<file path="src/design/kbt_pkg.sv">
// Shared types and constants for the keypad-set BCD countdown timer.
// No dependencies; imported by kbt_step and the top level.
package kbt_pkg;

  localparam int DIGIT_W = 4;
  localparam int CURSOR_W = 3;
  localparam int MODE_W = 2;
  localparam int KEY_W = 8;

  localparam logic [KEY_W-1:0] KEY_RIGHT = 8'd42;
  localparam logic [KEY_W-1:0] KEY_LEFT = 8'd45;
  localparam logic [KEY_W-1:0] KEY_BACK = 8'd47;
  localparam logic [KEY_W-1:0] KEY_START = 8'd61;
  localparam logic [KEY_W-1:0] KEY_ZERO = 8'd48;
  localparam logic [KEY_W-1:0] KEY_NINE = 8'd57;

  localparam logic [DIGIT_W-1:0] DIGIT_NINE = 4'd9;
  localparam logic [DIGIT_W-1:0] DIGIT_FIVE = 4'd5;

  localparam logic [CURSOR_W-1:0] POS_MIN_TENS = 3'd0;
  localparam logic [CURSOR_W-1:0] POS_MIN_ONES = 3'd1;
  localparam logic [CURSOR_W-1:0] POS_COLON = 3'd2;
  localparam logic [CURSOR_W-1:0] POS_SEC_TENS = 3'd3;
  localparam logic [CURSOR_W-1:0] POS_SEC_ONES = 3'd4;

  typedef enum logic [MODE_W-1:0] {
    MODE_SET = 2'd0,
    MODE_RUN = 2'd1,
    MODE_EXP = 2'd2
  } mode_t;

  typedef struct packed {
    logic [DIGIT_W-1:0] min_tens;
    logic [DIGIT_W-1:0] min_ones;
    logic [DIGIT_W-1:0] sec_tens;
    logic [DIGIT_W-1:0] sec_ones;
    logic [CURSOR_W-1:0] cursor;
    mode_t mode;
    logic blink;
  } timer_state_t;

endpackage

</file>
<file path="src/design/keypad_set_bcd_countdown_timer.sv">
// MM:SS countdown timer set from a keypad, four BCD digits of state.
// Depends on kbt_pkg and kbt_step.
// Latency: the result for an item is valid the cycle after it is accepted.
// Throughput: one item per cycle unless stalled; state_r is the output reg.
// Reset: digits 00:00, cursor 0, setting mode, blink low, no result pending.
module keypad_set_bcd_countdown_timer (
  input  logic clk,
  input  logic rst_n,
  input  logic in_valid,
  output logic in_ready,
  input  logic in_req_type,
  input  logic [kbt_pkg::KEY_W-1:0] in_key_code,
  output logic out_valid,
  input  logic out_ready,
  output logic [kbt_pkg::DIGIT_W-1:0] out_minutes_tens,
  output logic [kbt_pkg::DIGIT_W-1:0] out_minutes_ones,
  output logic [kbt_pkg::DIGIT_W-1:0] out_seconds_tens,
  output logic [kbt_pkg::DIGIT_W-1:0] out_seconds_ones,
  output logic [kbt_pkg::CURSOR_W-1:0] out_cursor_pos,
  output logic [kbt_pkg::MODE_W-1:0] out_mode,
  output logic out_blink_led,
  output logic out_setting_led,
  output logic out_buzzer
);
  import kbt_pkg::*;

  timer_state_t state_r;
  timer_state_t state_nxt;
  logic out_valid_r;
  logic accept;

  kbt_step u_step (
    .cur    (state_r),
    .is_key (in_req_type),
    .key    (in_key_code),
    .nxt    (state_nxt)
  );

  assign in_ready = !out_valid_r || out_ready;
  assign accept = in_valid && in_ready;

  always_ff @(posedge clk) begin
    if (!rst_n) begin
      state_r <= '{min_tens: '0, min_ones: '0, sec_tens: '0, sec_ones: '0,
                   cursor: POS_MIN_TENS, mode: MODE_SET, blink: 1'b0};
      out_valid_r <= 1'b0;
    end else begin
      if (accept) begin
        state_r <= state_nxt;
      end
      if (accept) begin
        out_valid_r <= 1'b1;
      end else if (out_ready) begin
        out_valid_r <= 1'b0;
      end
    end
  end

  assign out_valid = out_valid_r;
  assign out_minutes_tens = state_r.min_tens;
  assign out_minutes_ones = state_r.min_ones;
  assign out_seconds_tens = state_r.sec_tens;
  assign out_seconds_ones = state_r.sec_ones;
  assign out_cursor_pos = state_r.cursor;
  assign out_mode = state_r.mode;
  assign out_blink_led = state_r.blink;
  assign out_setting_led = (state_r.mode == MODE_SET);
  assign out_buzzer = (state_r.mode == MODE_EXP);

  a_cursor_legal: assert property (@(posedge clk) disable iff (!rst_n)
    state_r.cursor != POS_COLON && state_r.cursor <= POS_SEC_ONES)
    else $error("cursor left legal positions");

  a_expired_zero: assert property (@(posedge clk) disable iff (!rst_n)
    state_r.mode == MODE_EXP |->
      (state_r.min_tens | state_r.min_ones | state_r.sec_tens | state_r.sec_ones) == '0)
    else $error("expired with nonzero time");

  a_expired_dark: assert property (@(posedge clk) disable iff (!rst_n)
    state_r.mode != MODE_RUN |-> !state_r.blink)
    else $error("blink high outside counting");

  a_state_hold: assert property (@(posedge clk) disable iff (!rst_n)
    out_valid_r && !out_ready |=> $stable(state_r))
    else $error("state changed while item pending");

endmodule

</file>
<file path="src/design/kbt_step.sv">
// Next-state logic of the timer for one tick or key item.
// Depends on kbt_pkg.
module kbt_step (
  input  kbt_pkg::timer_state_t cur,
  input  logic is_key,
  input  logic [kbt_pkg::KEY_W-1:0] key,
  output kbt_pkg::timer_state_t nxt
);
  import kbt_pkg::*;

  timer_state_t dec;
  logic cur_zero;
  logic dec_zero;
  logic [KEY_W-1:0] key_off;
  logic [DIGIT_W-1:0] key_digit;
  logic is_digit;
  logic [CURSOR_W-1:0] cur_inc;

  assign key_off = key - KEY_ZERO;
  assign key_digit = key_off[DIGIT_W-1:0];
  assign is_digit = (key >= KEY_ZERO) && (key <= KEY_NINE);
  assign cur_inc = cur.cursor + 3'd1;
  assign cur_zero = (cur.min_tens | cur.min_ones | cur.sec_tens | cur.sec_ones) == '0;
  assign dec_zero = (dec.min_tens | dec.min_ones | dec.sec_tens | dec.sec_ones) == '0;

  always_comb begin
    dec = cur;
    if (cur.sec_ones != '0) begin
      dec.sec_ones = cur.sec_ones - 4'd1;
    end else if (cur.sec_tens != '0) begin
      dec.sec_tens = cur.sec_tens - 4'd1;
      dec.sec_ones = DIGIT_NINE;
    end else if (cur.min_ones != '0) begin
      dec.min_ones = cur.min_ones - 4'd1;
      dec.sec_tens = DIGIT_FIVE;
      dec.sec_ones = DIGIT_NINE;
    end else if (cur.min_tens != '0) begin
      dec.min_tens = cur.min_tens - 4'd1;
      dec.min_ones = DIGIT_NINE;
      dec.sec_tens = DIGIT_FIVE;
      dec.sec_ones = DIGIT_NINE;
    end
  end

  always_comb begin
    nxt = cur;
    case (cur.mode)
      MODE_SET: begin
        if (is_key) begin
          if (key == KEY_RIGHT) begin
            if (cur_inc == POS_COLON) begin
              nxt.cursor = POS_SEC_TENS;
            end else if (cur_inc > POS_SEC_ONES) begin
              nxt.cursor = POS_MIN_TENS;
            end else begin
              nxt.cursor = cur_inc;
            end
          end else if (key == KEY_LEFT) begin
            if (cur.cursor == POS_MIN_TENS || cur.cursor > POS_SEC_ONES) begin
              nxt.cursor = POS_SEC_ONES;
            end else if (cur.cursor == POS_SEC_TENS) begin
              nxt.cursor = POS_MIN_ONES;
            end else begin
              nxt.cursor = cur.cursor - 3'd1;
            end
          end else if (is_digit) begin
            case (cur.cursor)
              POS_MIN_TENS: nxt.min_tens = key_digit;
              POS_MIN_ONES: nxt.min_ones = key_digit;
              POS_SEC_TENS: nxt.sec_tens = key_digit;
              POS_SEC_ONES: nxt.sec_ones = key_digit;
              default: ;
            endcase
          end else if (key == KEY_START) begin
            nxt.blink = 1'b0;
            nxt.mode = cur_zero ? MODE_EXP : MODE_RUN;
          end
        end
      end
      MODE_RUN: begin
        if (!is_key) begin
          nxt = dec;
          if (dec_zero) begin
            nxt.mode = MODE_EXP;
            nxt.blink = 1'b0;
          end else begin
            nxt.blink = ~cur.blink;
          end
        end
      end
      MODE_EXP: begin
        if (is_key && key == KEY_BACK) begin
          nxt.mode = MODE_SET;
          nxt.blink = 1'b0;
        end
      end
      default: ;
    endcase
  end

endmodule
</file>
<file path="config.mk">
export PLATFORM = sky130hd
export DESIGN_NAME = keypad_set_bcd_countdown_timer
export DESIGN_NICKNAME = d
export VERILOG_FILES = /design/src/design/kbt_pkg.sv /design/src/design/keypad_set_bcd_countdown_timer.sv /design/src/design/kbt_step.sv
export SDC_FILE = /design/constraint.sdc
export NUM_CORES = 1
export LEC_CHECK = 0
export BUFFER_PORTS_ARGS = -buffer_cell sky130_fd_sc_hd__buf_2
export CAP_MARGIN = 5
export CORE_MARGIN = 1.5
export CORE_UTILIZATION = 31
export CTS_CLUSTER_DIAMETER = 80
export DETAILED_ROUTE_END_ITERATION = 8
export GPL_TIMING_DRIVEN = 1
export PLACE_DENSITY = 0.58
export SYNTH_ARGS = -nofsm -noshare
export SYNTH_HDL_FRONTEND = slang
export SYNTH_SLANG_ARGS = --single-unit
</file>
<file path="constraint.sdc">
create_clock -name clk -period 2.75 [get_ports clk]
set_input_delay 0.55 -clock clk [delete_from_list [all_inputs] [get_ports clk]]
set_output_delay 0.55 -clock clk [all_outputs]
set_load 0.01 [all_outputs]
</file>
Word level (Yosys, flattened, before mapping)
Index checks and enable logic that the tools add are counted.
{ "classes": {"n_mux": 34, "add_sub_neg": 7, "n_reduce_logical": 25, "eq_ne": 23, "n_lt_le_gt_ge": 4, "bitwise": 8} }
{ "op_table": {"columns": ["op", "n"], "rows": [
  ["$mux W16", 4],
  ["$mux W22", 2],
  ["$pmux W19 S2", 1],
  ["$mux W3", 11],
  ["$eq A8 B6 Y1 const B", 4],
  ["$reduce_and A8 Y1", 4],
  ["$mux W12", 2],
  ["$mux W4", 6],
  ["$or A4 B4 Y4", 6],
  ["$sub A4 B1 Y4 const B", 5],
  ["$mux W8", 2],
  ["$ne A2 B1 Y1 const B", 8],
  ["$reduce_bool A4 Y1", 4],
  ["$ne A2 B2 Y1 const B", 5],
  ["$reduce_and A10 Y1", 1],
  ["$pmux W3 S3", 1],
  ["$reduce_and A9 Y1", 1],
  ["$ge A8 B6 Y1 const B", 1],
  ["$le A8 B6 Y1 const B", 1],
  ["$logic_not A4 Y1", 2],
  ["$eq A3 B2 Y1 const B", 2],
  ["$gt A3 B3 Y1 const B", 2],
  ["$reduce_bool A2 Y1", 3],
  ["$reduce_and A5 Y1", 1],
  ["other kinds (15)", 22]
]} }
{ "word_totals": {"out_inout_bits": 26, "regBits": 23, "elab_cells": 109, "input_bits": 13} }

Logic depth before layout (Yosys ltp)
{ "depth": {"ltp_word": 12, "mapped_depth": 10, "mapped_depth_nobuf": 9} }

Hierarchy
A second synthesis with hierarchy kept.
{ "unflattened": {"hier_cells": 356, "hier_area_um2": 2615.0} }
{ "modules_own_cells": {"columns": ["module", "cells_per_inst", "seq_area_each_um2", "n_inst", "area_per_inst_um2"], "rows": [
  ["kbt_step", 253, 0.0, 1, 1652.8],
  ["keypad_set_bcd_countdown_timer", 103, 460.4, 1, 962.2]
]} }

Worst setup path after synthesis
No wires, ideal clock.
{ "synth_path": {"path_type": "input -> register", "start": "in in_key_code[6] (netlist name)", "end": "reg state_r, in the netlist out_mode[0]", "path_buffers": 0, "arrival_ns": 2.386, "slack_ns": 0.239, "setup_ns": 0.126, "t_required_ns": 2.624, "stages": 7, "path_cell_list": "or3b_4 > or4b_1 > a22o_1 > nor4_4 > mux2_4 > nand2_2 > o211ai_2"} }
{ "synth_via": {"elab_chain_cells": 4, "elab_cells_between_ends": 14} }
{ "synth_rtl": {"columns": ["item", "line", "text"], "rows": [
  ["start: declaration", "keypad_set_bcd_countdown_timer.sv:12", "input logic [kbt_pkg::KEY_W-1:0] in_key_code,"],
  ["$ge A8 B6 Y1 (tied with other cells)", "kbt_step.sv:21", "assign is_digit = (key >= KEY_ZERO) && (key <= KEY_NINE);"],
  ["$logic_and A1 B1 Y1 (on tied branches)", "kbt_step.sv:21, kbt_step.sv:92", null],
  ["$ne A2 B2 Y1 (no line) or $ne A2 B1 Y1 (tied branches)", null, null],
  ["$reduce_and A10 Y1 (no line) (*)", null, null],
  ["end signal: assignment", "keypad_set_bcd_countdown_timer.sv:44", "state_r <= '{min_tens: '0, min_ones: '0, sec_tens: '0, sec_ones: '0,"],
  ["end signal: assignment", "keypad_set_bcd_countdown_timer.sv:49", "state_r <= state_nxt;"],
  ["end: declaration", "keypad_set_bcd_countdown_timer.sv:27", "timer_state_t state_r;"]
]} }
Mark *: on every way between the ends. The rest lies on a longest branch, timed or not.
A chain may end at the register's enable or synchronous reset.

Final worst setup path
{ "layout_path": {"start": "reg state_r, in the netlist out_seconds_ones[1]", "end": "reg state_r, in the netlist out_mode[0]"} }
{ "layout_via": {"elab_chain_cells": 9, "elab_cells_between_ends": 22} }
{ "layout_rtl": {"columns": ["item"], "rows": [
  ["parallel branches: the longest is 9 deep, another holds $sub A4 B1 Y4"]
]} }
Several ways; the timed one is not identified. The select of a mux whose other input is x is not followed.

==> metrics.txt <==
# TYPE chip_impl_metric gauge
chip_impl_metric{name="hpwlAfterDp",unit="um"} 4220
chip_impl_metric{name="grt_first_pass_wirelength",unit="um"} 9150
chip_impl_metric{name="syn_to_final_growth",unit="%"} 15.8
chip_impl_info{name="path_cells",value="inv_1 > ha_1 > nor3b_2 > nand4_1 > mux2i_1 > nor4_1 > nand4_1 > buf_4 > o211ai_2"} 1
chip_impl_metric{name="maximum_capacitance_violations",unit=""} 0
chip_impl_info{name="path_class",value="reg -> reg"} 1
chip_impl_metric{name="grt.total_usage",unit=""} 0.153
chip_impl_metric{name="postLayoutSetupSlackWorst",unit="ns"} 0.161
chip_impl_metric{name="final_max_tran_viols",unit=""} 0
chip_impl_metric{name="power.density",unit="mW/mm2"} 252
chip_impl_metric{name="vdd_ir_drop_max",unit="uV"} 143
chip_impl_metric{name="synth_edf_count",unit=""} 0
chip_impl_metric{name="timing.clock.skew",unit="ns"} 0.00641
chip_impl_metric{name="pre_cts_slack",unit="ns"} 0.131
chip_impl_info{name="hp-start",value="out_blink_led"} 1
chip_impl_metric{name="cts_max_level",unit=""} 1
chip_impl_metric{name="detailroute.via_count",unit=""} 2095
chip_impl_metric{name="floorplan.initialDensity",unit=""} 0.321
chip_impl_metric{name="io_buffers",unit=""} 38
chip_impl_metric{name="syn-cell-area",unit="mm2"} 0.00218
chip_impl_metric{name="tritoncts_num_sinks",unit=""} 23
chip_impl_metric{name="rr_worst_depth",unit=""} 9
chip_impl_metric{name="max_freq",unit="MHz"} 386
chip_impl_metric{name="via_count_of_the_first_global_routing_pass",unit=""} 1961
chip_impl_metric{name="route.final.wire_length",unit="um"} 5660
chip_impl_metric{name="report.final.setup_viol",unit=""} 0
chip_impl_metric{name="clockBufferDepth",unit=""} 2
chip_impl_info{name="worst_path_most_repeated_cell",value="sky130_fd_sc_hd__nand4_1"} 1
chip_impl_info{name="regToRegEndpoint",value="out_mode[0]"} 1
chip_impl_metric{name="critPathArrivalTime",unit="ns"} 2.80
chip_impl_info{name="crit_path_top_delay_cell",value="sky130_fd_sc_hd__nor3b_2"} 1
chip_impl_metric{name="synth-warning-count",unit=""} 0
chip_impl_metric{name="timing.final.crit_period",unit="ns"} 2.59
chip_impl_metric{name="io-pin-count",unit=""} 39
chip_impl_info{name="cts.root.buffer_cell",value="sky130_fd_sc_hd__clkbuf_8"} 1
chip_impl_metric{name="timing.hold.worst_path_depth",unit=""} 2
chip_impl_info{name="postSynth.topFlopCell",value="sky130_fd_sc_hd__dfxtp_1"} 1
chip_impl_metric{name="crit_required",unit="ns"} 2.96
chip_impl_metric{name="timing_worst_slew_pin_value",unit="ns"} 0.658
chip_impl_metric{name="die_x",unit="um"} 86.9
chip_impl_metric{name="fin_crit_sh",unit=""} 0.942
chip_impl_info{name="mostFrequentLayoutCell",value="sky130_fd_sc_hd__buf_2"} 1
chip_impl_metric{name="synth_cell_types",unit=""} 55
chip_impl_metric{name="cts-buffers-inserted",unit=""} 3
chip_impl_metric{name="final_layout_fill_cell_count",unit=""} 722
chip_impl_metric{name="leakage",unit="nW"} 1.11
chip_impl_info{name="critical_path.reg2reg.startpoint",value="out_seconds_ones[1]"} 1
chip_impl_metric{name="floorplan.core_area",unit="mm2"} 0.00679
chip_impl_metric{name="diodes",unit=""} 0
chip_impl_metric{name="max-slew-margin-rel",unit=""} 0.560
chip_impl_metric{name="synth_sequential_area_ratio",unit=""} 0.211
chip_impl_info{name="worstSetupEndpointType",value="flop"} 1
chip_impl_metric{name="drive_above_1_share",unit=""} 0.208
chip_impl_metric{name="detail_route.wl_per_cell",unit="um"} 14.0
chip_impl_info{name="worstHoldPathType",value="reg -> reg"} 1
chip_impl_metric{name="clock_insertion_delay_worst_skew",unit="ns"} 0.27
chip_impl_info{name="setup.worst_path.start_class",value="flop"} 1
chip_impl_metric{name="detail_route.first_pass.iterations",unit=""} 4
chip_impl_metric{name="post_route_setup_tns",unit="ns"} 0
chip_impl_metric{name="die_height",unit="um"} 86.9
chip_impl_metric{name="clock_transition_at_the_registers_of_the_reported_paths",unit="ns"} 0.10
chip_impl_info{name="whs_endpoint",value="out_blink_led"} 1
chip_impl_metric{name="die_area",unit="mm2"} 0.00754
chip_impl_metric{name="last_weighted_congestion_value_of_the_routability_driven_placer",unit=""} 0.859
chip_impl_metric{name="worst_path_largest_cell_delay",unit="ns"} 0.56
chip_impl_info{name="grt_setup_unrepaired",value="yes"} 1
chip_impl_metric{name="regToRegSetupSlack",unit="ns"} 0.16
chip_impl_metric{name="synth.net_count",unit=""} 300
chip_impl_metric{name="drcViolationCount",unit=""} 0
chip_impl_metric{name="antenna_found_initial",unit=""} 0
chip_impl_metric{name="path_max_fanout",unit=""} 9
chip_impl_info{name="layout.cells.most_common_list",value="38 x sky130_fd_sc_hd__buf_2, 23 x sky130_fd_sc_hd__dfxtp_1, 22 x sky130_fd_sc_hd__inv_1, 21 x sky130_fd_sc_hd__nand2_1, 19 x sky130_fd_sc_hd__ha_1"} 1
chip_impl_metric{name="fin_nets",unit=""} 341
chip_impl_metric{name="synth-seq-cells",unit=""} 23
chip_impl_metric{name="drtAntennaViolNets",unit=""} 0
chip_impl_metric{name="synth_area_per_cell",unit="um2"} 8.13
chip_impl_metric{name="route.detailed.vias_per_inst",unit=""} 5.19
chip_impl_metric{name="maximum_number_of_pins_on_one_net_before_global_route_repair",unit=""} 30
chip_impl_metric{name="async_reset_ff_frac",unit=""} 0
chip_impl_info{name="outcome",value="complete, no violations"} 1
chip_impl_metric{name="detail_route.iter0.violations",unit=""} 89
chip_impl_metric{name="global_route.overflow_total",unit=""} 0
chip_impl_metric{name="cells_after_synth",unit=""} 268
chip_impl_info{name="cts_tree",value="built"} 1
chip_impl_metric{name="finalHoldViolCount",unit=""} 0
chip_impl_metric{name="number_of_cell_rows",unit=""} 30
[where the power goes]
part | switching (W) | internal [W]
registers | 0.000000913 | 0.000334
logic | 0.0000403 | 0.0000288
clock network | 0.000127 | 0.000104
total | 0.000168 | 0.000467
[cells by family (layout without fill, tap and decap cells)]
family	count (synthesis)	count (layout)	share of synthesized area
fa+ha+maj	19	19	0.109
buf+inv	33	73	0.0752
mux	18	18	0.0867
xor+xnor	1	1	0.00402
simple gates	110	110	0.303
compound gates	64	64	0.211
flops	23	23	0.211
[cell usage after synthesis (4+ instances only)]
cell / n / share of area
sky130_fd_sc_hd__dfxtp_1: 23 / 0.21
sky130_fd_sc_hd__inv_1: 22 / 0.038
sky130_fd_sc_hd__nand2_1: 21 / 0.036
sky130_fd_sc_hd__ha_1: 19 / 0.11
sky130_fd_sc_hd__nor2_1: 15 / 0.026
sky130_fd_sc_hd__mux2i_1: 14 / 0.064
sky130_fd_sc_hd__nor2b_1: 13 / 0.037
sky130_fd_sc_hd__a21oi_1: 10 / 0.023
sky130_fd_sc_hd__nor3_1: 10 / 0.023
sky130_fd_sc_hd__nand4_1: 8 / 0.023
sky130_fd_sc_hd__o21ai_0: 8 / 0.018
sky130_fd_sc_hd__a31oi_1: 7 / 0.020
sky130_fd_sc_hd__nand3_1: 7 / 0.016
sky130_fd_sc_hd__o211a_1: 7 / 0.032
sky130_fd_sc_hd__a21boi_1: 6 / 0.021
sky130_fd_sc_hd__o211ai_1: 6 / 0.021
sky130_fd_sc_hd__nor4_1: 5 / 0.014
sky130_fd_sc_hd__or3b_1: 5 / 0.020
sky130_fd_sc_hd__clkbuf_1: 4 / 0.0069
[metrics by stage]
stage	area [um2]	total power [W]	utilization	instances	hold WS [ns]
5_1_grt	2520	0.000663	0.371	404	0.538
6_report	2520	0.000635	0.371	404	0.469
2_1_floorplan	2180	0.000384	-	268	0.481
4_1_cts	2510	0.000643	0.370	403	0.473
3_5_place_dp	2470	0.000409	0.363	399	0.455
3_3_place_gp	2470	0.000409	0.363	399	0.456
[state kept, by name, indices dropped and copies added, names as in the netlist]
name and flops:
out_blink_led 1, out_cursor_pos 3, out_minutes_ones 4, out_minutes_tens 4
out_mode 2, out_seconds_ones 4, out_seconds_tens 4, out_valid 1
[metal layers]
layer	vias to the layer above	track usage	routed length (um)
met5	-	0	0
met4	0	0.0367	78
met3	8	0.0294	259
met2	56	0.265	2540
met1	965	0.194	2790
li1	1066	-	-
[how the worst max path moves through the flow]
stage                                    from                   to  slack [ns]  cells past startpoint
final                     out_seconds_ones[1]          out_mode[0]        0.16                      9
after global routing              out_mode[0]  out_minutes_ones[2]       -0.05                      8
after CTS                 out_seconds_ones[1]          out_mode[0]        0.14                      9
after detailed placement       in_key_code[6]          out_mode[0]        0.13                      8
after global placement         in_key_code[6]          out_mode[0]        0.16                      8
after floorplan                in_key_code[6]          out_mode[0]        0.24                      7
[worst max-delay path, delay by kind of cell (launching register included)]
family                     cells  cell delay, ns
AOI/OAI and AO/OA              1            0.13
adders and majority gates      1            0.23
buffers and inverters          2            0.32
DFF                            1            0.35
muxes                          1            0.19
and+or+nand+nor                4            1.30
[repair_timing]
item,4_1_cts,5_1_grt
hold endpoints to repair,0,0
hold buffers,0,0
endpoints found under the setup margin,0,8
gates resized for setup,0,1
buffers inserted,0,1
[cell type report]
type / count / area, um2 / area share
well taps: 96 / 120 / 0.0476
inverters: 22 / 82.6 / 0.0327
multi-input cells: 212 / 1560 / 0.617
clock buffers: 4 / 45.0 / 0.0178
repair buffers: 47 / 258 / 0.102
flip-flops and latches: 23 / 460 / 0.182
(Power assumes the default switching activity.)
